### src/hw/rtl/rsm_pkg.sv
`default_nettype none
package rsm_pkg;
   localparam int unsigned CodeWidth = 64;
   localparam int unsigned TotalWidth = 7;
   localparam logic [CodeWidth-1:0] CodeAllOnes = {CodeWidth{1'b1}};

   typedef enum logic [2:0] {
      ST_LOAD,
      ST_SHIFT,
      ST_MREAD,
      ST_MSTEP,
      ST_EMIT
   } rsm_state_type;

   typedef struct packed {
      logic load_start;
      logic shift_step;
      logic shift_place;
      logic merge_init;
      logic merge_read;
      logic merge_step;
      logic emit_read;
      logic set_clear;
   } rsm_cmd_type;

   typedef struct packed {
      logic shift_done;
      logic store_full;
      logic merge_done;
      logic emit_done;
      logic rsp_busy;
   } rsm_status_type;
endpackage
`default_nettype wire

### src/hw/rtl/rsm_ctrl.sv
`default_nettype none
module rsm_ctrl (
   input  wire logic                   clock,
   input  wire logic                   reset,
   input  wire logic                   req_valid,
   input  wire logic                   req_range_last,
   output logic                        req_stall,
   input  wire rsm_pkg::rsm_status_type status,
   output rsm_pkg::rsm_cmd_type        cmd
);
   import rsm_pkg::*;

   rsm_state_type state_ff, state_in;
   logic last_ff, last_in;
   logic accept;

   assign accept = req_valid && !req_stall;

   always_ff @(posedge clock) begin
      if (reset) begin
         state_ff <= ST_LOAD;
         last_ff <= 1'b0;
      end else begin
         state_ff <= state_in;
         last_ff <= last_in;
      end
   end

   always_comb begin
      state_in = state_ff;
      last_in = last_ff;
      unique case (state_ff)
         ST_LOAD: begin
            if (accept) begin
               last_in = req_range_last;
               if (!status.store_full) state_in = ST_SHIFT;
               else if (req_range_last) state_in = ST_MREAD;
            end
         end
         ST_SHIFT: begin
            if (status.shift_done) state_in = last_ff ? ST_MREAD : ST_LOAD;
         end
         ST_MREAD: state_in = ST_MSTEP;
         ST_MSTEP: state_in = status.merge_done ? ST_EMIT : ST_MREAD;
         ST_EMIT: begin
            if (status.emit_done) state_in = ST_LOAD;
         end
         default: state_in = ST_LOAD;
      endcase
   end

   always_comb begin
      cmd = '0;
      req_stall = 1'b1;
      unique case (state_ff)
         ST_LOAD: begin
            req_stall = 1'b0;
            cmd.load_start = accept && !status.store_full;
            cmd.merge_init = accept && status.store_full && req_range_last;
         end
         ST_SHIFT: begin
            cmd.shift_step = !status.shift_done;
            cmd.shift_place = status.shift_done;
            cmd.merge_init = status.shift_done && last_ff;
         end
         ST_MREAD: cmd.merge_read = 1'b1;
         ST_MSTEP: cmd.merge_step = 1'b1;
         ST_EMIT: begin
            cmd.emit_read = !status.rsp_busy;
            cmd.set_clear = status.emit_done;
         end
         default: cmd = '0;
      endcase
   end
endmodule
`default_nettype wire

### config.mk
export PLATFORM = sky130hd
export DESIGN_NAME = rsm_ctrl
export DESIGN_NICKNAME = d
export VERILOG_FILES = /design/src/hw/rtl/rsm_pkg.sv /design/src/hw/rtl/rsm_ctrl.sv
export SDC_FILE = /design/constraint.sdc
export NUM_CORES = 1
export LEC_CHECK = 0
export BUFFER_PORTS_ARGS = -buffer_cell sky130_fd_sc_hd__clkbuf_2
export CAP_MARGIN = 20
export CORE_AREA = 2 2 39 41
export DETAILED_ROUTE_END_ITERATION = 10
export DIE_AREA = 0 0 41 43
export PLACE_DENSITY_LB_ADDON = 0.1
export SLEW_MARGIN = 40
export SYNTH_ARGS = -nofsm -noshare
export SYNTH_HDL_FRONTEND = slang
export SYNTH_SLANG_ARGS = --single-unit
### constraint.sdc
create_clock -name clock -period 1.5 [get_ports clock]
set_clock_uncertainty 0.05 [all_clocks]
set_input_delay 0.225 -clock clock [delete_from_list [all_inputs] [get_ports clock]]
set_output_delay 0.225 -clock clock [all_outputs]
set_load 0.005 [all_outputs]
==> metrics.md, run 1 <==
| Metric | Value |
|---|---|
| Worst Path Required | `1.22 ns` |
| CP peak stage delay | `0.36 ns` |
| Die area | `1760 µm²` |
| Hold-fix buffers, CTS | `0` |
| Non-Filler Instances | `72` |
| Worst Path Arrival | `1.16 ns` |
| CTS tree | `yes` |
| First-pass GRT wire length | `1410 µm` |
| Hold Fails Final Rpt | `0` |
| Power per standard cell area | `752 nW/µm²` |
| Top post-synthesis cells by area | `dfxtp_1 27%, nand2b_1 6.3%, nand4b_1 5.8%, a2111oi_2 5.0%, nor3b_1 5.0%` |
| Simple-gate area share of the yosys netlist | `0.454` |
| Commonest non-fill, non-tap cells in the layout | `16 x clkbuf_2, 5 x buf_4, 3 x nand2b_1, 3 x clkbuf_4, 3 x dfxtp_4` |
| Top cell type by total area after synthesis | `dfxtp_1` |
| Final max-slew violation count | `0` |
| GR Util All Layers | `0.119` |
| Least-Margin Pin Slew | `0.271 ns` |
| Drt initial violations | `11` |
| Post-synthesis compound-gate area fraction | `0.163` |
| Net Count, Synth | `42` |
| Share of cells above drive strength 1 | `0.607` |
| Clock latency at the later pin of the worst-skew pair | `0.23 ns` |
| Max IR drop VDD | `0.245 mV` |
| Hold Crit Class | `in -> reg` |
| Vert. Die Dim | `43 µm` |
| #FFs+latches synth | `4` |
| Chip width | `41 µm` |
| Reg clk slew, reported paths | `0.04 ns` |
| Clock Sinks | `4` |
| DP HPWL | `579 µm` |
| Post-synth top area share | `0.267` |
| Largest family of logic cells by synthesized area | `simple AND/OR/NAND/NOR gates` |
| Worst path slowest cell | `dfxtp_4` |
| Ys async rst share | `0` |
| Rows | `14` |
| XOR/XNOR share of the synthesized area | `0` |
| Synth Flop Type | `dfxtp_1` |
| RSZ-0062 raised after global routing | `true` |
| Congestion Overflow GR | `0` |
| Final wirelength | `895 µm` |
| Number of max-cap violations | `0` |
| Clock period minus worst slack | `1.44 ns` |
| Maximum fanout along the worst path | `7` |
| Synth Cell Area | `300 µm²` |
| PortBufs | `17` |
| Largest net degree at the start of global routing | `15` |
| Final Net Count | `67` |
| Family with the most delay on the worst path | `simple AND/OR/NAND/NOR gates` |
| WS Path Type | `reg -> out` |
| Vias | `346` |
| Crit path capture type | `output pin` |
| Root buf cell | `clkbuf_4` |
| Startpoint types | `register` |
| Max-slew headroom | `0.819` |
| Starting Density | `0.217` |
| DR DRC count | `0` |
| Warnings from Yosys | `0` |
| Most common cell after layout, fill and taps aside | `clkbuf_2` |
| Min Hold Slack | `0.168 ns` |
| CTS buffer count | `3` |
| H-tree depth | `1` |
| Post-synthesis mux area share | `0.0333` |
| CTS max path bufs | `2` |
| Io pins | `18` |
| Leakage | `0.224 nW` |
| Synth Area in Adders | `0` |
| Avg Cell Area, Syn | `9.10 µm²` |
| Post-synthesis cell type count | `24` |
| Area grow syn2layout | `60.8%` |
| Cells after DPL | `63` |
| Worst path buffer plus inverter count | `1` |
| Crit share post-route | `0.957` |
| Worst-path cell chain | `nor4b_4 -> nor2b_2 -> buf_2` |
| Core region area | `1380 µm²` |
| Wire per inst | `12.4 µm` |
| Register area share after synthesis | `0.267` |
| Post-synth EDFFs | `0` |
| Antenna diodes | `0` |
| Cell count after synthesis | `33` |
| Number of global-route vias before repair | `339` |
| Final number of setup-violating endpoints | `0` |
| Detail-routed via count per cell | `4.81` |
| Initial antenna violation count | `0` |
| ANT nets after route | `0` |
| Placer Congestion | `0.702` |
| Run status | `completed` |
| Filler cells | `151` |
| Fmax | `0.697 GHz` |
| DRT Pass-1 Iters | `4` |
stage by stage:
step                      total power [mW]  utilization  area [µm²]  worst slack (ns)  TNS, ns
after global routing                 0.392        0.349         483           -0.0164  -0.0216
after detailed placement             0.202        0.278         384             0.178        0
after global placement               0.202        0.278         384             0.186        0
after CTS                            0.371        0.330         457            0.0143        0
final                                0.363        0.349         483            0.0645        0
after floorplan                      0.173            -         300             0.321        0
worst paths after layout:
| kind | start | cells after the start | slack [ns] | to |
|---|---|---|---|---|
| worst min-delay path | reset | 2 | 0.17 | state_ff[2] |
| worst min register to register | last_ff | 2 | 0.43 | last_ff |
| worst max-delay path | state_ff[2] | 3 | 0.06 | cmd[7] |
| worst max register to register | state_ff[2] | 7 | 0.08 | last_ff |
routing by layer:
metal  track usage  part of all wire
met1         0.147              0.41
met2         0.172              0.55
met3        0.0314             0.042
met4        0.0800                 0
met5             0                 0
flip-flops by register name, summed over array words and instances (netlist names):
register	flops
state_ff	3
last_ff	1
report_power, final:
part / leakage [nW] / total [mW] / switching, mW / internal [mW]
combinational: 0.175 / 0.0968 / 0.0355 / 0.0613
clock: 0.0138 / 0.135 / 0.0450 / 0.0896
sequential: 0.0349 / 0.132 / 0.0187 / 0.113
total: 0.224 / 0.363 / 0.0992 / 0.264
Yosys cell counts (2+ instances only):
cell and count:
nand2b_1 3, dfxtp_1 4, a21oi_1 2, buf_2 2, nand4b_1 2, nor3b_1 2
layout make-up:
class                      count  area (µm²)  share of cell area
multi-input combinational     25         218               0.451
timing repair buffer          23         128               0.264
sequential                     4        91.3               0.189
clock buffer                   3        22.5              0.0466
tap                           16        20.0              0.0415
inverter                       1        3.75             0.00777
repair_timing:
| item | 4_1_cts | 5_1_grt |
|---|---|---|
| gates resized for setup | 4 | 8 |
| endpoints found under the hold margin | 0 | 0 |
| buffers inserted | 5 | 1 |
| pin swaps | 1 | 1 |
| gates cloned | 0 | 0 |
| setup endpoints to repair | 6 | 4 |
cell families (layout without fill, tap and decap cells):
family	count (synthesis)	count (layout)
AO/OA/AOI/OAI	6	6
buffers and inverters	4	27
flip-flops	4	4
multiplexers	1	1
AND/OR/NAND/NOR	18	18
Note: power is estimated with default switching activity, not from simulation.
==> inputs of run 2 (changes only) <==
==> constraint.sdc (replaced) <==
create_clock -name clock -period 1.5 [get_ports clock]
set_clock_uncertainty 0.05 [all_clocks]
set_input_delay 0.225 -clock clock [delete_from_list [all_inputs] [get_ports clock]]
set_output_delay 0.225 -clock clock [all_outputs]
set_load 0.1 [all_outputs]
==> run 2 against run 1 <==
Against the previous run: the flow now finishes with violations (setup timing); global-route usage rose by 2.3 points; combinational power rose to 2.9 times the previous value; register-to-register slack improved by 0.14 ns; hold slack improved by 0.0077 ns; via count rose by 3.2%; cell count rose by 1.4%; die area did not move; non-clock buffer count rose by 1; wire length rose by 8.8%; clock-buffer cell count did not move; critical path type unchanged; largest cell class unchanged; largest power group is now combinational cells; highest routed layer unchanged.
==> metrics.md, run 2 (synthesis results as in run 1) <==
| Metric | Value |
|---|---|
| RSZ-0062 raised after global routing | `true` |
| Register name with the most flops | `state_ff` |
| Starting Density | `0.217` |
| Drt initial violations | `3` |
| Clock power share | `0.238` |
| Hold Crit Class | `in -> reg` |
| Sw Share | `0.404` |
| WS Path Type | `reg -> out` |
| Fin area | `701 µm²` |
| Worst slack at placement | `0.0479 ns` |
| Clock latency at the later pin of the worst-skew pair | `0.23 ns` |
| Worst path slowest cell | `dfxtp_4` |
| Sequential power share | `0.238` |
| Non-Filler Instances | `73` |
| GR Util All Layers | `0.142` |
| Clock period minus worst slack | `1.57 ns` |
| Commonest non-fill, non-tap cells in the layout | `9 x buf_12, 8 x clkbuf_2, 5 x buf_4` |
| Max IR drop VDD | `0.419 mV` |
| Core region area | `1380 µm²` |
| Routed wl met2 | `551 µm` |
| DR DRC count | `0` |
| Final total power | `539 µW` |
| Placer Congestion | `0.690` |
| Final wirelength | `974 µm` |
| CP peak stage delay | `0.36 ns` |
| Io pins | `18` |
| Initial antenna violation count | `0` |
| Number of max-cap violations | `0` |
| P_int | `321 µW` |
| Run status | `complete, but fails checks` |
| Setup TNS Final | `-0.216 ns` |
| Startpoint types | `register` |
| Max-slew headroom | `0.826` |
| CTS buffer count | `3` |
| ANT nets after route | `0` |
| Number of global-route vias before repair | `377` |
| Min Hold Slack | `0.176 ns` |
| Crit share post-route | `1.05` |
| Largest net degree at the start of global routing | `10` |
| Antenna diodes | `0` |
| Leakage | `0.271 nW` |
| Power per standard cell area | `769 nW/µm²` |
| Comb power frac | `0.524` |
| Root buf cell | `clkbuf_4` |
| Detail-routed via count per cell | `4.89` |
| Chip width | `41 µm` |
| Final Util | `0.506` |
| Wire per inst | `13.3 µm` |
| Worst-path cell chain | `buf_4 -> or3_1 -> buf_12` |
| Maximum fanout along the worst path | `6` |
| Congestion Overflow GR | `0` |
| Least-Margin Pin Slew | `0.260 ns` |
| Wire length on met3 | `41 µm` |
| First-pass GRT wire length | `1670 µm` |
| H-tree depth | `1` |
| Largest register FFs | `3` |
| Max layer used | `met3` |
| CTS tree | `yes` |
| Rows | `14` |
| Setup ws final | `-0.0721 ns` |
| Worst Path Required | `1.22 ns` |
| Worst Path Arrival | `1.30 ns` |
| Die area | `1760 µm²` |
| Failing checks | `setup timing` |
| Vias | `357` |
| Fmax | `0.636 GHz` |
| CTS max path bufs | `2` |
| Clock Sinks | `4` |
| Vert. Die Dim | `43 µm` |
| Hold-fix buffers, CTS | `0` |
| Most common cell after layout, fill and taps aside | `buf_12` |
| PortBufs | `17` |
| Share of cells above drive strength 1 | `0.772` |
| Switch Pwr | `218 µW` |
| Top Registers | `state_ff (3), last_ff (1)` |
| Area grow syn2layout | `133%` |
| Final number of setup-violating endpoints | `5` |
| Final max-slew violation count | `0` |
| DRT Pass-1 Iters | `3` |
| Reg clk slew, reported paths | `0.04 ns` |
| Crit path capture type | `output pin` |
| Hold Fails Final Rpt | `0` |
| Final Net Count | `68` |
| Post-DP Area | `608 µm²` |
| Cells after DPL | `65` |
| Met1 wire length | `381 µm` |
-- run 2: changes by cell type in the layout (fill, tap and decap cells not counted), moves of 2 or more --
cell,before,now
buf_2,2,0
buf_12,0,9
clkbuf_2,16,8
nor3b_4,0,2
buf_6,0,2
-- run 2: cell type report --
type                       instances  area, µm²
inverter                           1       3.75
tap                               16       20.0
timing repair buffer              24        280
fill                             143        683
multi-input combinational         25        283
sequential                         4       91.3
clock buffer                       3       22.5
-- run 2: worst max-delay path, delay by kind of cell (launching register included) --
kind / cells / cell delay [ns]
AND/OR/NAND/NOR: 1 / 0.36
flip-flops: 1 / 0.36
buffers and inverters: 2 / 0.34
-- run 2: power by group through the flow --
stage	registers, mW	clock network (mW)	logic [mW]
after floorplan	0.122	0	0.179
after global placement	0.136	0	0.244
after detailed placement	0.138	0	0.246
after CTS	0.128	0.136	0.269
after global routing	0.130	0.143	0.293
final	0.128	0.128	0.283
-- run 2: path summary, 6_finish.rpt --
path,from,endpoint,slack (ns),cells past startpoint
max,state_ff[0],req_stall,-0.07,3
min,reset,state_ff[2],0.18,2
max reg2reg,state_ff[1],state_ff[2],0.22,3
min reg2reg,state_ff[2],state_ff[0],0.42,1
-- run 2: what timing repair did --
| item | CTS | global route |
|---|---|---|
| endpoints found under the hold margin | 0 | 0 |
| pin swaps | 5 | 2 |
| buffers inserted | 3 | 2 |
| endpoints found under the setup margin | 9 | 8 |
| gates resized for setup | 5 | 6 |
-- run 2: layer usage --
layer | vias to the layer above | track usage
met4 | 0 | 0.0800
met3 | 0 | 0.0262
li1 | 179 | -
met2 | 11 | 0.222
met1 | 167 | 0.172
met5 | - | 0
